## src/hdl/prcs_pkg.sv

```systemverilog
// ----------------------------------------------------------------------------
// prcs_pkg: shared types and constants of the picker repeat-cycle sequencer
// Holds the item structures, operation, mode, phase and fault codes.
// ----------------------------------------------------------------------------
package prcs_pkg;

    // Number of grippers fitted on each picker (sensor vectors are 4 bits)
    localparam int unsigned GRIPPERS   = 4;
    localparam int unsigned GRIP_BITS  = 4;
    localparam logic [19:0] DELAY_RESET = 20'd1000;

    // Configuration register indexes
    localparam logic [1:0] REG_MODE  = 2'd0;
    localparam logic [1:0] REG_GRIP  = 2'd1;
    localparam logic [1:0] REG_DELAY = 2'd2;

    // Operation codes of an input item
    typedef enum logic [1:0] {
        OP_TICK  = 2'd0,
        OP_START = 2'd1,
        OP_STOP  = 2'd2
    } op_t;

    // Modes
    localparam logic [1:0] MODE_LOAD_TRAY    = 2'd0;
    localparam logic [1:0] MODE_LOAD_INDEX   = 2'd1;
    localparam logic [1:0] MODE_UNLOAD_INDEX = 2'd2;
    localparam logic [1:0] MODE_UNLOAD_TRAY  = 2'd3;

    // Phases of the cycle
    localparam logic [2:0] PH_BASE      = 3'd0;
    localparam logic [2:0] PH_CLOSE     = 3'd1;
    localparam logic [2:0] PH_RAISE1    = 3'd2;
    localparam logic [2:0] PH_LOWER2    = 3'd3;
    localparam logic [2:0] PH_OPEN      = 3'd4;
    localparam logic [2:0] PH_RAISE2    = 3'd5;

    // Z positions
    localparam logic [1:0] Z_READY = 2'd0;

    // Fault codes
    localparam logic [1:0] FAULT_NONE  = 2'd0;
    localparam logic [1:0] FAULT_ALIGN = 2'd1;
    localparam logic [1:0] FAULT_HORIZ = 2'd2;

    // One input item
    typedef struct packed {
        logic [1:0] op;
        logic [2:0] load_horiz_at;
        logic [3:0] load_z_at;
        logic [2:0] unload_horiz_at;
        logic [2:0] unload_z_at;
        logic [3:0] load_closed;
        logic [3:0] load_opened;
        logic [3:0] unload_closed;
        logic [3:0] unload_opened;
        logic       load_align_out;
        logic       unload_align_out;
    } in_item_t;

    // Configuration seen by the sequencer
    typedef struct packed {
        logic [1:0]  mode;
        logic [1:0]  gripper_select;
        logic [19:0] delay_ticks;
    } cfg_t;

    // Sensor view of the selected picker
    typedef struct packed {
        logic       unl;
        logic [1:0] down;
        logic [3:0] zbits;
        logic       closed;
        logic       opened;
        logic       align_ok;
        logic       horiz_ok;
    } sense_t;

    // One result item
    typedef struct packed {
        logic       running;
        logic [2:0] phase;
        logic       move_valid;
        logic       move_unload;
        logic [1:0] move_target;
        logic       grip_valid;
        logic       grip_close;
        logic [1:0] fault;
    } result_t;

endpackage

```

## src/hdl/prcs_sense.sv

```systemverilog
// ----------------------------------------------------------------------------
// prcs_sense: sensor selection
// Picks the picker, Z down position, gripper bits and interlock flags for
// the configured mode and gripper.
// ----------------------------------------------------------------------------
module prcs_sense (
    input  prcs_pkg::in_item_t item,
    input  prcs_pkg::cfg_t     cfg,
    output prcs_pkg::sense_t   sense
);

    logic [3:0] closed_vec;
    logic [3:0] opened_vec;
    logic [2:0] hbits;
    logic       grip_ok;

    // A gripper beyond the fitted count never reads as sensed
    assign grip_ok = ({30'd0, cfg.gripper_select} < 32'(prcs_pkg::GRIPPERS));

    // Select picker, its sensor vectors, gripper bits and interlocks
    always_comb
    begin
        sense.unl  = (cfg.mode == prcs_pkg::MODE_UNLOAD_INDEX) ||
                     (cfg.mode == prcs_pkg::MODE_UNLOAD_TRAY);
        unique case (cfg.mode)
            prcs_pkg::MODE_LOAD_INDEX: sense.down = 2'd3;
            prcs_pkg::MODE_UNLOAD_TRAY: sense.down = 2'd2;
            default: sense.down = 2'd1;
        endcase
        sense.zbits = sense.unl ? {1'b0, item.unload_z_at} : item.load_z_at;
        hbits       = sense.unl ? item.unload_horiz_at : item.load_horiz_at;
        closed_vec  = sense.unl ? item.unload_closed : item.load_closed;
        opened_vec  = sense.unl ? item.unload_opened : item.load_opened;

        sense.closed = grip_ok && closed_vec[cfg.gripper_select];
        sense.opened = grip_ok && opened_vec[cfg.gripper_select];

        // Interlocks
        unique case (cfg.mode)
            prcs_pkg::MODE_LOAD_TRAY:
            begin
                sense.align_ok = item.load_align_out;
                sense.horiz_ok = hbits[0] || hbits[1];
            end
            prcs_pkg::MODE_LOAD_INDEX:
            begin
                sense.align_ok = 1'b1;
                sense.horiz_ok = hbits[2];
            end
            prcs_pkg::MODE_UNLOAD_INDEX:
            begin
                sense.align_ok = item.unload_align_out;
                sense.horiz_ok = hbits[0];
            end
            default:
            begin
                sense.align_ok = 1'b1;
                sense.horiz_ok = hbits[1] || hbits[2];
            end
        endcase
    end

endmodule

```

## src/hdl/prcs_core.sv

```systemverilog
// ----------------------------------------------------------------------------
// prcs_core: sequencer state and step logic
// Holds active, phase and delay state; computes one result per item and
// updates the state when the item is retired.
// ----------------------------------------------------------------------------
module prcs_core (
    input  logic               clk,
    input  logic               rst_n,
    input  logic               adv,
    input  logic [1:0]         op,
    input  prcs_pkg::cfg_t     cfg,
    input  prcs_pkg::sense_t   sense,
    output prcs_pkg::result_t  res
);

    logic        active_reg, active_next;
    logic [2:0]  step_reg, step_next;
    logic        waiting_reg, waiting_next;
    logic [19:0] wait_count_reg, wait_count_next;

    logic        fire;
    logic        cond;
    logic [19:0] wc_dec;

    assign wc_dec = wait_count_reg - 20'd1;

    // Next state and result
    always_comb
    begin
        active_next     = active_reg;
        step_next       = step_reg;
        waiting_next    = waiting_reg;
        wait_count_next = wait_count_reg;
        fire            = 1'b0;
        cond            = 1'b0;
        res             = '0;

        priority if (op == prcs_pkg::OP_START)
        begin
            active_next     = 1'b1;
            step_next       = prcs_pkg::PH_BASE;
            waiting_next    = 1'b0;
            wait_count_next = '0;
        end
        else if (op == prcs_pkg::OP_STOP)
        begin
            active_next     = 1'b0;
            step_next       = prcs_pkg::PH_BASE;
            waiting_next    = 1'b0;
            wait_count_next = '0;
        end
        else if (op == prcs_pkg::OP_TICK && active_reg)
        begin
            if (waiting_reg)
            begin
                // Count down the delay
                wait_count_next = wc_dec;
                if (wc_dec == '0)
                begin
                    waiting_next = 1'b0;
                    fire         = 1'b1;
                end
            end
            else
            begin
                priority if (!sense.align_ok)
                begin
                    res.fault = prcs_pkg::FAULT_ALIGN;
                end
                else if (step_reg == prcs_pkg::PH_BASE)
                begin
                    if (!sense.horiz_ok)
                    begin
                        res.fault = prcs_pkg::FAULT_HORIZ;
                    end
                    else if (sense.zbits[0])
                    begin
                        res.move_valid  = 1'b1;
                        res.move_target = sense.down;
                        step_next       = prcs_pkg::PH_CLOSE;
                    end
                end
                else
                begin
                    unique case (step_reg)
                        prcs_pkg::PH_CLOSE,
                        prcs_pkg::PH_OPEN:   cond = sense.zbits[sense.down];
                        prcs_pkg::PH_RAISE1: cond = sense.closed;
                        prcs_pkg::PH_LOWER2: cond = sense.zbits[0] && sense.closed;
                        prcs_pkg::PH_RAISE2: cond = sense.opened;
                        default:             step_next = prcs_pkg::PH_BASE;
                    endcase
                    if (cond)
                    begin
                        if (cfg.delay_ticks == '0)
                        begin
                            fire = 1'b1;
                        end
                        else
                        begin
                            waiting_next    = 1'b1;
                            wait_count_next = cfg.delay_ticks;
                        end
                    end
                end
                // Drop the run on a fault
                if (res.fault != prcs_pkg::FAULT_NONE)
                begin
                    active_next     = 1'b0;
                    waiting_next    = 1'b0;
                    wait_count_next = '0;
                end
            end

            // Issue the phase command
            if (fire)
            begin
                unique case (step_reg)
                    prcs_pkg::PH_CLOSE:
                    begin
                        res.grip_valid = 1'b1;
                        res.grip_close = 1'b1;
                        step_next      = prcs_pkg::PH_RAISE1;
                    end
                    prcs_pkg::PH_RAISE1:
                    begin
                        res.move_valid  = 1'b1;
                        res.move_target = prcs_pkg::Z_READY;
                        step_next       = prcs_pkg::PH_LOWER2;
                    end
                    prcs_pkg::PH_LOWER2:
                    begin
                        res.move_valid  = 1'b1;
                        res.move_target = sense.down;
                        step_next       = prcs_pkg::PH_OPEN;
                    end
                    prcs_pkg::PH_OPEN:
                    begin
                        res.grip_valid = 1'b1;
                        res.grip_close = 1'b0;
                        step_next      = prcs_pkg::PH_RAISE2;
                    end
                    prcs_pkg::PH_RAISE2:
                    begin
                        res.move_valid  = 1'b1;
                        res.move_target = prcs_pkg::Z_READY;
                        step_next       = prcs_pkg::PH_BASE;
                    end
                    default: step_next = prcs_pkg::PH_BASE;
                endcase
            end
        end
        else
        begin
            // Unused op code or tick while idle: hold the state
        end

        res.running     = active_next;
        res.phase       = step_next;
        res.move_unload = res.move_valid && sense.unl;
    end

    // State registers, advanced once per retired item
    always_ff @(posedge clk or negedge rst_n)
    begin
        if (!rst_n)
        begin
            active_reg     <= 1'b0;
            step_reg       <= prcs_pkg::PH_BASE;
            waiting_reg    <= 1'b0;
            wait_count_reg <= '0;
        end
        else if (adv)
        begin
            active_reg     <= active_next;
            step_reg       <= step_next;
            waiting_reg    <= waiting_next;
            wait_count_reg <= wait_count_next;
        end
    end

    // A fault ends the run
    a_fault_stops: assert property (@(posedge clk) disable iff (!rst_n)
        (adv && res.fault != prcs_pkg::FAULT_NONE) |=> !active_reg)
        else $error("run still active after a fault");

    // A delay wait only exists inside an active run
    a_wait_active: assert property (@(posedge clk) disable iff (!rst_n)
        waiting_reg |-> (active_reg && wait_count_reg != '0))
        else $error("delay wait outside an active run");

    // At most one command per item
    a_one_cmd: assert property (@(posedge clk) disable iff (!rst_n)
        adv |-> !(res.move_valid && res.grip_valid))
        else $error("move and gripper command in the same item");

    // Stop always returns to the base phase, idle
    a_stop_idle: assert property (@(posedge clk) disable iff (!rst_n)
        (adv && op == prcs_pkg::OP_STOP) |=>
        (!active_reg && !waiting_reg && step_reg == prcs_pkg::PH_BASE))
        else $error("stop did not clear the sequencer");

endmodule

```

## src/hdl/picker_repeat_cycle_sequencer_top.sv

```systemverilog
// ----------------------------------------------------------------------------
// picker_repeat_cycle_sequencer_top: repeat-test sequencer for a picker
//
//   channel  | dir | handshake              | content
//   ---------+-----+------------------------+----------------------------------
//   s_axis   | in  | s_tvalid / s_tready    | op in tuser, sensor snapshot
//   m_axis   | out | m_tvalid / m_tready    | running, phase, commands, fault
//   apb      | in  | psel / penable / pready| mode, gripper_select, delay_ticks
//
// One item per clock while m_tready keeps the output free: an item is held in
// the input register, then its result and the new state are computed by the
// step logic and land in the result register; m_tvalid rises once it is loaded.
// The input register takes a new item while a result waits to be taken.
// rst_n clears the state, the valid flags and the registers to their
// reset values (delay_ticks 1000). A stalled output holds both stages.
// ----------------------------------------------------------------------------
module picker_repeat_cycle_sequencer_top (
    input  logic        clk,
    input  logic        rst_n,
    // Input items
    input  logic        s_tvalid,
    output logic        s_tready,
    // tdata: load_horiz_at[2:0], load_z_at[6:3], unload_horiz_at[9:7],
    //        unload_z_at[12:10], load_closed[16:13], load_opened[20:17],
    //        unload_closed[24:21], unload_opened[28:25], load_align_out[29],
    //        unload_align_out[30], zero[31]
    input  logic [31:0] s_tdata,
    // tuser: op[1:0]
    input  logic [1:0]  s_tuser,
    // Result items
    output logic        m_tvalid,
    input  logic        m_tready,
    // tdata: running[0], phase[3:1], move_valid[4], move_unload[5],
    //        move_target[7:6], grip_valid[8], grip_close[9], fault[11:10],
    //        zero[15:12]
    output logic [15:0] m_tdata,
    // Configuration
    input  logic        psel,
    input  logic        penable,
    input  logic        pwrite,
    input  logic [3:0]  paddr,
    input  logic [31:0] pwdata,
    output logic [31:0] prdata,
    output logic        pready
);

    logic                in_valid_reg;
    prcs_pkg::in_item_t  in_item_reg;
    logic                out_valid_reg;
    prcs_pkg::result_t   out_res_reg;

    prcs_pkg::cfg_t      cfg_reg;
    prcs_pkg::sense_t    sense;
    prcs_pkg::result_t   res;
    logic                adv;
    logic                cfg_wr;
    prcs_pkg::in_item_t  s_item;

    // Configuration port
    assign pready = 1'b1;
    assign cfg_wr = psel && penable && pwrite && pready;

    always_ff @(posedge clk or negedge rst_n)
    begin
        if (!rst_n)
        begin
            cfg_reg.mode           <= prcs_pkg::MODE_LOAD_TRAY;
            cfg_reg.gripper_select <= 2'd0;
            cfg_reg.delay_ticks    <= prcs_pkg::DELAY_RESET;
        end
        else if (cfg_wr)
        begin
            unique case (paddr[3:2])
                prcs_pkg::REG_MODE:  cfg_reg.mode           <= pwdata[1:0];
                prcs_pkg::REG_GRIP:  cfg_reg.gripper_select <= pwdata[1:0];
                prcs_pkg::REG_DELAY: cfg_reg.delay_ticks    <= pwdata[19:0];
                default: ;
            endcase
        end
    end

    // Read back
    always_comb
    begin
        unique case (paddr[3:2])
            prcs_pkg::REG_MODE:  prdata = {30'd0, cfg_reg.mode};
            prcs_pkg::REG_GRIP:  prdata = {30'd0, cfg_reg.gripper_select};
            prcs_pkg::REG_DELAY: prdata = {12'd0, cfg_reg.delay_ticks};
            default:             prdata = '0;
        endcase
    end

    // Unpack the input item
    always_comb
    begin
        s_item.op               = s_tuser;
        s_item.load_horiz_at    = s_tdata[2:0];
        s_item.load_z_at        = s_tdata[6:3];
        s_item.unload_horiz_at  = s_tdata[9:7];
        s_item.unload_z_at      = s_tdata[12:10];
        s_item.load_closed      = s_tdata[16:13];
        s_item.load_opened      = s_tdata[20:17];
        s_item.unload_closed    = s_tdata[24:21];
        s_item.unload_opened    = s_tdata[28:25];
        s_item.load_align_out   = s_tdata[29];
        s_item.unload_align_out = s_tdata[30];
    end

    // Pipeline flow: retire the held item when the result register is free
    assign adv      = in_valid_reg && (!out_valid_reg || m_tready);
    assign s_tready = !in_valid_reg || adv;

    // Input register
    always_ff @(posedge clk or negedge rst_n)
    begin
        if (!rst_n)
        begin
            in_valid_reg <= 1'b0;
        end
        else if (s_tready)
        begin
            in_valid_reg <= s_tvalid;
        end
    end

    always_ff @(posedge clk)
    begin
        if (s_tvalid && s_tready)
        begin
            in_item_reg <= s_item;
        end
    end

    prcs_sense u_sense (
        .item  (in_item_reg),
        .cfg   (cfg_reg),
        .sense (sense)
    );

    prcs_core u_core (
        .clk   (clk),
        .rst_n (rst_n),
        .adv   (adv),
        .op    (in_item_reg.op),
        .cfg   (cfg_reg),
        .sense (sense),
        .res   (res)
    );

    // Result register
    always_ff @(posedge clk or negedge rst_n)
    begin
        if (!rst_n)
        begin
            out_valid_reg <= 1'b0;
        end
        else if (adv)
        begin
            out_valid_reg <= 1'b1;
        end
        else if (m_tready)
        begin
            out_valid_reg <= 1'b0;
        end
    end

    always_ff @(posedge clk)
    begin
        if (adv)
        begin
            out_res_reg <= res;
        end
    end

    // Pack the result item
    assign m_tvalid = out_valid_reg;
    assign m_tdata  = {4'd0,
                       out_res_reg.fault,
                       out_res_reg.grip_close,
                       out_res_reg.grip_valid,
                       out_res_reg.move_target,
                       out_res_reg.move_unload,
                       out_res_reg.move_valid,
                       out_res_reg.phase,
                       out_res_reg.running};

endmodule
```

## config.mk

```make
export PLATFORM = sky130hd
export DESIGN_NAME = picker_repeat_cycle_sequencer_top
export DESIGN_NICKNAME = d
export VERILOG_FILES = /design/src/hdl/prcs_pkg.sv /design/src/hdl/prcs_sense.sv /design/src/hdl/prcs_core.sv /design/src/hdl/picker_repeat_cycle_sequencer_top.sv
export SDC_FILE = /design/constraint.sdc
export NUM_CORES = 1
export LEC_CHECK = 0
export ABC_AREA = 1
export BUFFER_PORTS_ARGS = -buffer_cell sky130_fd_sc_hd__buf_2
export CORE_MARGIN = 2
export CORE_UTILIZATION = 25
export DETAILED_ROUTE_END_ITERATION = 8
export GPL_TIMING_DRIVEN = 0
export PLACE_DENSITY = 0.42
export SETUP_SLACK_MARGIN = 0.05
export SLEW_MARGIN = 15
export SYNTH_ARGS = -nofsm -noshare
export SYNTH_HDL_FRONTEND = slang
export SYNTH_SLANG_ARGS = --single-unit
```

## constraint.sdc

```tcl
create_clock -name clk -period 2.8 [get_ports clk]
set_input_delay 0.56 -clock clk [delete_from_list [all_inputs] [get_ports clk]]
set_output_delay 0.56 -clock clk [all_outputs]
set_load 0.03 [all_outputs]
```

After elaboration in Yosys (flattened, before gate mapping). Index checks and enable logic that the tools add are counted.

Flip-flop bits (word level): 96. Latch bits: 0. Bits in writable memories: 0. ROM bits: 0. Bits of input ports: 77. Output and inout bits: 51. Logic and storage cells: 175. Memories kept: 0.

$add $sub $neg: 1. Multiply operators: 0. Div/mod/pow operators: 0. Order comparisons: 2. Eq/ne operators: 14. Shift operators: 0. Mux-type cells: 91. Bitwise logic cells: 2. Reductions and logical operators: 37.

Operator list (number): 20-bit two-way mux (9); 20-bit one-hot mux with 3 select lines (1); 1-bit two-way mux (45); 20-bit logical NOT (2); 3-bit two-way mux (11); 2-bit two-way mux (12); 20-bit by 1-bit subtractor with 20-bit output (second input constant) (1); 4-bit two-way mux (4); 2-bit one-hot mux with 2 select lines (3); 3-bit one-hot mux with 4 select lines (1); 5-bit by 2-bit inequality test with 1-bit output (second input constant) (2); 5-bit nonzero test (2); 2-bit == test (second input constant) (4); 2-bit AND reduction (4); 4-bit OR reduction (2); 1-bit logical AND (7); 1-bit binary-select mux with 2-bit select (3); 2-bit by 1-bit == test with 1-bit output (second input constant) (3); 3-bit by 2-bit == test with 1-bit output (second input constant) (2); 3-bit == test (second input constant) (2); 2-bit logical NOT (3); 2-bit by 3-bit < comparator with 1-bit output (second input constant) (2); 2-bit one-hot mux with 3 select lines (1); 6-bit AND reduction (1); other kinds (11) (20).

Logic depth before layout (Yosys ltp). Gate-level depths: netlist of the first run.

Depth in word-level cells: 25. Mapped depth: 17. Gate-level depth less buffers: 17.

By module. Synthesis of the first run repeated with hierarchy kept, for this count alone.

Cell total of the unflattened synthesis: 685. Area, all modules: 5436.5 sq um.

By module, submodules not included: picker_repeat_cycle_sequencer_top (times used 1, cells each 235, area an instance 2746.4 sq um, seq. area each 2009.4 sq um); prcs_core (times used 1, cells each 367, area an instance 2326.0 sq um, seq. area each 625.6 sq um); prcs_sense (times used 1, cells each 83, area an instance 364.1 sq um, seq. area each 0.0 sq um).

Least setup slack after synthesis of the first run. Ideal clock, no wire load.

Kind: input to output. Start: input paddr[3]. End: output prdata[0]. Arrival: 1461 ps. Required time: 2240 ps. Setup slack: 779 ps. Stages: 5. Buffers on the path: 1. Cells stage by stage: inv_1 -> nor2_1 -> inv_1 -> clkbuf_1 -> o211ai_1.

Cells in the longest elaborated chain, start to end: 2. Elaborated cells on any way between the ends: 4. Those cells by class: 2 x eq/ne; 1 x mux; 1 x reduce/logical.

Ends and longest elaborated chain: start, declared (RTL line picker_repeat_cycle_sequencer_top.sv:41) `input logic [3:0] paddr,`; 2-bit == test, or another cell as far along (RTL line picker_repeat_cycle_sequencer_top.sv:85) `unique case (paddr[3:2])`; 20-bit one-hot mux with 3 select lines * (RTL line picker_repeat_cycle_sequencer_top.sv:85); end, declared (RTL line picker_repeat_cycle_sequencer_top.sv:43) `output logic [31:0] prdata,`.

Every way passes the cells marked *; elsewhere a longest branch is shown, timed or not.

Worst setup path in the final report of the first run.
Start: register cfg_reg[22] (netlist name). End: register u_core.wait_count_reg[14].

Cells in the longest elaborated chain, start to end: 18. Elaborated cells on any way between the ends: 45. Those cells by class: 5 x eq/ne; 31 x mux; 9 x reduce/logical.

Ends and longest elaborated chain: start, declared (RTL line picker_repeat_cycle_sequencer_top.sv:52) `prcs_pkg::cfg_t cfg_reg;`; 2-bit == test, on equally long branches; 1-bit logical OR (RTL line prcs_sense.sv:23) `sense.unl = (cfg.mode == prcs_pkg::MODE_UNLOAD_INDEX) ||`; 3-bit two-way mux (RTL line prcs_sense.sv:31) `hbits = sense.unl ? item.unload_horiz_at : item.load_horiz_at;`; 1-bit logical OR, on equally long branches (RTL line prcs_sense.sv:58, prcs_sense.sv:43); 2-bit one-hot mux with 3 select lines (RTL line prcs_sense.sv:39) `unique case (cfg.mode)`; 2-bit two-way mux (RTL line prcs_core.sv:72) `if (!sense.horiz_ok)`; 2-bit two-way mux (RTL line prcs_core.sv:70) `else if (step_reg == prcs_pkg::PH_BASE)`; 2-bit two-way mux (RTL line prcs_core.sv:66) `priority if (!sense.align_ok)`; [... 2 more ...]; 2-bit two-way mux (RTL line prcs_core.sv:45) `else if (op == prcs_pkg::OP_STOP)`; 2-bit two-way mux (RTL line prcs_core.sv:38) `priority if (op == prcs_pkg::OP_START)`; 2-bit nonzero test (RTL line prcs_core.sv:107) `if (res.fault != prcs_pkg::FAULT_NONE)`; 20-bit two-way mux (RTL line prcs_core.sv:107); 20-bit two-way mux (RTL line prcs_core.sv:54) `if (waiting_reg)`; 20-bit two-way mux (RTL line prcs_core.sv:52) `else if (op == prcs_pkg::OP_TICK && active_reg)`; 20-bit two-way mux (RTL line prcs_core.sv:45); 20-bit two-way mux (RTL line prcs_core.sv:38); end signal, assigned (RTL line prcs_core.sv:178) `wait_count_reg <= wait_count_next;`; end, declared (RTL line prcs_core.sv:19) `logic [19:0] wait_count_reg, wait_count_next;`.

Parallel ways exist; a longest one is shown, timed or not. The select of a mux whose other input is x is not followed. A chain may end at the register's enable or synchronous reset.

==> results of run 1 <==
==> final timing paths <==
| check | start | endpoint |
|---|---|---|
| min reg2reg | u_core.wait_count_reg[19] | u_core.wait_count_reg[19] |
| max | cfg_reg[22] | u_core.wait_count_reg[14] |
| max reg2reg | cfg_reg[22] | u_core.wait_count_reg[14] |
| min in group clk | s_tdata[23] | in_item_reg[8] |
| max in group asynchronous | rst_n | u_core.wait_count_reg[3] |
| min | rst_n | cfg_reg[11] |
==> cell families (layout without fill, tap and decap cells) <==
family / count (synthesis) / after routing / share of synthesized area [%]
buf+inv: 115 / 225 / 10.2
other cells: 2 / 17 / 0.143
xor+xnor: 3 / 3 / 0.501
compound gates: 93 / 93 / 10.3
simple gates: 319 / 319 / 28.0
fa+ha+maj: 5 / 5 / 1.19
flops: 95 / 95 / 49.7
==> where the power goes <==
part,internal [µW],switching (µW),total (µW)
clock,804,603,1410
combinational,658,1480,2140
sequential,1750,200,1950
==> worst register-to-register path: cells and delay by family, from the launching register on <==
kind                   cells  cell delay (ns)
buffers and inverters      4             0.73
DFF                        1             0.47
AOI/OAI and AO/OA          2             0.25
and+or+nand+nor            6             0.85
==> layer usage <==
layer | global-route usage (%) | part of all wire, %
met1 | 18.6 | 47
met2 | 22.2 | 46
met5 | 0 | 0
met3 | 2.08 | 3.8
met4 | 6.33 | 3.0
==> metrics by stage <==
stage / instances / setup WS, ns
after global placement: 1011 / 0.291
after floorplan: 647 / 0.779
after CTS: 1027 / 0.370
final: 1027 / 0.409
after detailed placement: 1011 / 0.249
after global routing: 1027 / 0.136
==> layout make-up <==
class                      count  area (µm²)  share of cell area (%)
multi-input combinational    437        2160                    33.5
tap                          270         338                    5.24
inverter                      78         293                    4.54
sequential                    95        2610                    40.4
buffer                        37         240                    3.73
clock inverter                 7         109                    1.69
timing repair buffer          94         473                    7.34
clock buffer                   9         225                    3.50
==> cells in the final DEF (no fill, tap or decap), types with 10 or more instances in the layout <==
master    netlist  final
nand3_2        12     12
nand2_1       139    139
inv_2           9     10
edfxtp_1       44     44
buf_4          20     21
buf_2           3     96
o22ai_1        11     11
o21ai_1        23     23
clkbuf_1       10     10
nand3_1        54     54
conb_1          2     17
dfrtp_1        45     45
inv_1          68     67
nor2_1         76     76
o21ai_0        43     43
==> impl_metrics.json, run 1 <==
{
  "startpoint_type": "flip-flop",
  "p_per_area_mw_per_mm2": 852,
  "synthCells": 632,
  "ys_ff_latch": 95,
  "die_h_um": 149,
  "cts_tree": "done",
  "antenna_cells": 0,
  "crit_family": "simple AND/OR/NAND/NOR gates",
  "portBuffers": 94,
  "drt_pass1_iterations": 5,
  "whs_ns": 0.246,
  "cts.sinks": 95,
  "max_stage_delay_ns": 0.47,
  "yosysWarnings": 0,
  "grt_pass1_wl_um": 23800,
  "io_pins": 128,
  "synth.most_common_cell": "nand2_1",
  "peakVddDrop_v": 0.000349,
  "root_buffer": "clkbuf_16",
  "routed_wl_um": 15000,
  "cts_hold_repair.buffers": 0,
  "hp-class": "in -> async",
  "arrival_ns": 2.64,
  "ant_nets": 0,
  "layout.nets": 834,
  "die_area_mm2": 0.0221,
  "grt_start_max_net_pins": 52,
  "rows": 52,
  "netlist_area_mm2": 0.00524,
  "ys_top_cells_by_area": "edfxtp_1 (25%), dfrtp_1 (21%), nand2_1 (10%)",
  "fin_setup_tns_ns": 0,
  "initial_utilization_pct": 25.7,
  "ys.flop_type": "dfrtp_1",
  "path_cells": "inv_1 -> nand2_1 -> or2_1 -> nand2_1 -> inv_2 -> nand2_2 -> inv_2 -> nand2_1 -> clkbuf_1 -> o21ai_0 -> nand3_2 -> o21ai_2",
  "grt_use_total_pct": 13.9,
  "rrSetupSlack_ns": 0.41,
  "ys_top_cells_by_count": "nand2_1 (139), nor2_1 (76), inv_1 (68)",
  "crit_cells": 12,
  "area_growth_pct": 22.9,
  "grt_pass1_vias": 4472,
  "p_leak_uw": 0.00296,
  "power_uw": 5490,
  "grt_overflow_total": 0,
  "largest_reg_flops": 32,
  "r2r.worst_path.cells": 12,
  "async_reset_ff_share_pct": 53.7,
  "path_buf_inv": 4,
  "fin_skew_ns": 0.0107,
  "rsz0062_at_grt": "no",
  "syn_avg_cell_area_um2": 8.29,
  "postCtsSetupBuffers": 0,
  "cts_resized": 0,
  "synth_top_area_share_pct": 25.2,
  "min_period_over_period_pct": 85.4,
  "report.final.hold_viol_count": 0,
  "cp_common_cell": "nand2_1",
  "worst_path_max_delay_cell": "dfrtp_1",
  "worstPathRequired_ns": 3.05,
  "routabilityCongestion": 0.853,
  "cp_max_fo": 10,
  "nFillCells": 2197,
  "clk_latency_ns": 0.36,
  "postLayoutCoreUtil_pct": 31.5,
  "drive_above_1_share_pct": 25.5,
  "clk_pin_slew_ns": 0.07,
  "max_freq_ghz": 0.418,
  "cap_violations": 0,
  "drt-wirelength-per-cell_um": 14.6,
  "ys_seq_area_share_pct": 49.7,
  "synth_cell_type_count": 40,
  "vias": 4534,
  "finalCriticalPeriod_ns": 2.39,
  "htreeDepth": 3,
  "worst_slew_pin_slew_ns": 0.689,
  "drc": 0,
  "slew_viol_final": 0,
  "routed_via_density": 4.41,
  "coreArea_mm2": 0.0204,
  "yosys.area.top_type": "edfxtp_1",
  "placed_cell_area_mm2": 0.00611,
  "critPathKind": "reg -> reg",
  "post-route-cell-area_mm2": 0.00644,
  "die_x_um": 149,
  "numCtsBuffers": 9,
  "run_status": "completed",
  "drt_iter0_markers": 257,
  "setup.worst_path.end_class": "flip-flop",
  "dp_hpwl_um": 11600,
  "cts_buffer_depth": 2,
  "antenna_found_initial": 0,
  "setup_violations": 0,
  "synth_edf_count": 44,
  "slew_headroom_pct": 54.0
}
No activity file was read; power rests on OpenSTA's default activity.
==> run 2: changes to the inputs <==
Settings changed: CELL_PAD_IN_SITES_DETAIL_PLACEMENT from default to 2, CELL_PAD_IN_SITES_GLOBAL_PLACEMENT from default to 2, HOLD_SLACK_MARGIN from default to 0.06, PLACE_DENSITY 0.42 to 0.66.
==> impl_metrics.json, run 2 (synthesized netlist as in run 1, its figures left out) <==
{
  "run_status": "completed",
  "dp_hpwl_um": 13900,
  "area_growth_pct": 21.9,
  "routabilityCongestion": 0.815,
  "min_period_over_period_pct": 90.2,
  "cts_tree": "done",
  "crit_start": "u_core.wait_count_reg[0]",
  "portBuffers": 94,
  "cp_max_fo": 7,
  "worstPathRequired_ns": 2.90,
  "cts.sinks": 95,
  "cap_violations": 0,
  "max_freq_ghz": 0.396,
  "coreArea_mm2": 0.0204,
  "post-route-cell-area_mm2": 0.00639,
  "arrival_ns": 2.62,
  "grt_overflow_total": 0,
  "slew_headroom_pct": 53.1,
  "antenna_cells": 0,
  "drive_above_1_share_pct": 25.4,
  "htreeDepth": 3,
  "slew_viol_final": 0,
  "cts_resized": 0,
  "postCtsSetupBuffers": 0,
  "layout.nets": 834,
  "largest_reg_flops": 32,
  "hp-class": "in -> async",
  "cts_hold_repair.buffers": 0,
  "rows": 52,
  "setup.worst_path.end_class": "flip-flop",
  "drc": 0,
  "nFillCells": 2395,
  "fin_skew_ns": 0.00760,
  "critPathKind": "reg -> reg",
  "drt_pass1_iterations": 4,
  "layout_common_cells": "nand2_1 (139), buf_2 (96), nor2_1 (76)",
  "worst_slew_pin_slew_ns": 0.703,
  "peakVddDrop_v": 0.000281,
  "p_per_area_mw_per_mm2": 840,
  "die_h_um": 149,
  "routed_via_density": 4.51,
  "numCtsBuffers": 9,
  "setup_violations": 0,
  "grt_pass1_vias": 5186,
  "vias": 4636,
  "rsz0062_at_grt": "no",
  "startpoint_type": "flip-flop",
  "clk_pin_slew_ns": 0.07,
  "final_common_cell": "nand2_1",
  "die_area_mm2": 0.0221,
  "placed_cell_area_mm2": 0.00611,
  "r2r.worst_path.cells": 15,
  "drt_iter0_markers": 116,
  "grt_start_max_net_pins": 52,
  "drt-wirelength-per-cell_um": 16.9,
  "clk_latency_ns": 0.35,
  "postLayoutCoreUtil_pct": 31.3,
  "fin_setup_tns_ns": 0,
  "grt_use_total_pct": 16.4,
  "initial_utilization_pct": 25.7,
  "finalCriticalPeriod_ns": 2.53,
  "ant_nets": 0,
  "grt_pass1_wl_um": 28200,
  "routed_wl_um": 17400,
  "report.final.hold_viol_count": 0,
  "io_pins": 128,
  "die_x_um": 149,
  "p_leak_uw": 0.00292,
  "cts_buffer_depth": 2,
  "r2r-start": "u_core.wait_count_reg[0]",
  "whs_ns": 0.247,
  "root_buffer": "clkbuf_16",
  "antenna_found_initial": 0
}
[run 2: cell types whose count changed in the layout (fill, tap and decap cells not counted)]
cell,before,now
inv_8,2,1
bufinv_16,2,0
clkinv_1,1,2
clkinvlp_4,0,3
clkinv_4,1,0
[run 2: final timing paths]
path / endpoint / slack [ns]
max: m_tdata[3] / 0.27
min: u_core.wait_count_reg[6] / 0.25
max reg2reg: m_tdata[3] / 0.27
min reg2reg: m_tvalid / 0.55
max in group asynchronous: cfg_reg[18] / 2.08
min in group clk: in_item_reg[19] / 0.38
[run 2: cell type report]
| type | instances | area, µm² | share of cell area, % |
|---|---|---|---|
| timing repair buffer | 94 | 473 | 7.40 |
| clock inverter | 7 | 55.1 | 0.862 |
| sequential | 95 | 2610 | 40.8 |
| multi-input combinational | 437 | 2160 | 33.8 |
| tap | 270 | 338 | 5.29 |
| inverter | 78 | 293 | 4.58 |
| buffer | 37 | 240 | 3.76 |
| clock buffer | 9 | 225 | 3.53 |
[run 2: metrics by stage]
| step | std cells | power [µW] | worst slack [ns] |
|---|---|---|---|
| finish | 1027 | 5370 | 0.275 |
| global route | 1027 | 5800 | 0.0561 |
| global placement | 1011 | 4130 | 0.315 |
| detailed placement | 1011 | 4230 | 0.252 |
| CTS | 1027 | 5460 | 0.234 |
| floorplan | 647 | 3510 | 0.779 |
[run 2: power breakdown]
group / total (µW) / internal (µW) / switching (µW)
sequential: 1960 / 1750 / 209
clock: 1210 / 613 / 596
combinational: 2200 / 659 / 1540
[run 2: worst max-delay path: stages (launching register included)]
cell	delay (ns)
dfrtp_1	0.44
inv_2	0.19
ha_1	0.26
nand2_4	0.11
nor2_2	0.21
nand2_1	0.09
nand2_1	0.06
nand2_1	0.08
nor2_1	0.12
nand2_1	0.07
nor2_2	0.09
nand2_2	0.10
nand2_2	0.12
nand4_1	0.14
nand3_1	0.12
o21ai_1	0.07
[run 2: layer usage]
layer,GRT usage [%],up-vias,wire length (µm)
li1,-,2269,-
met1,21.8,2275,8240
met2,28.2,79,8480
met3,2.08,13,462
met4,4.19,0,212
met5,0,-,0
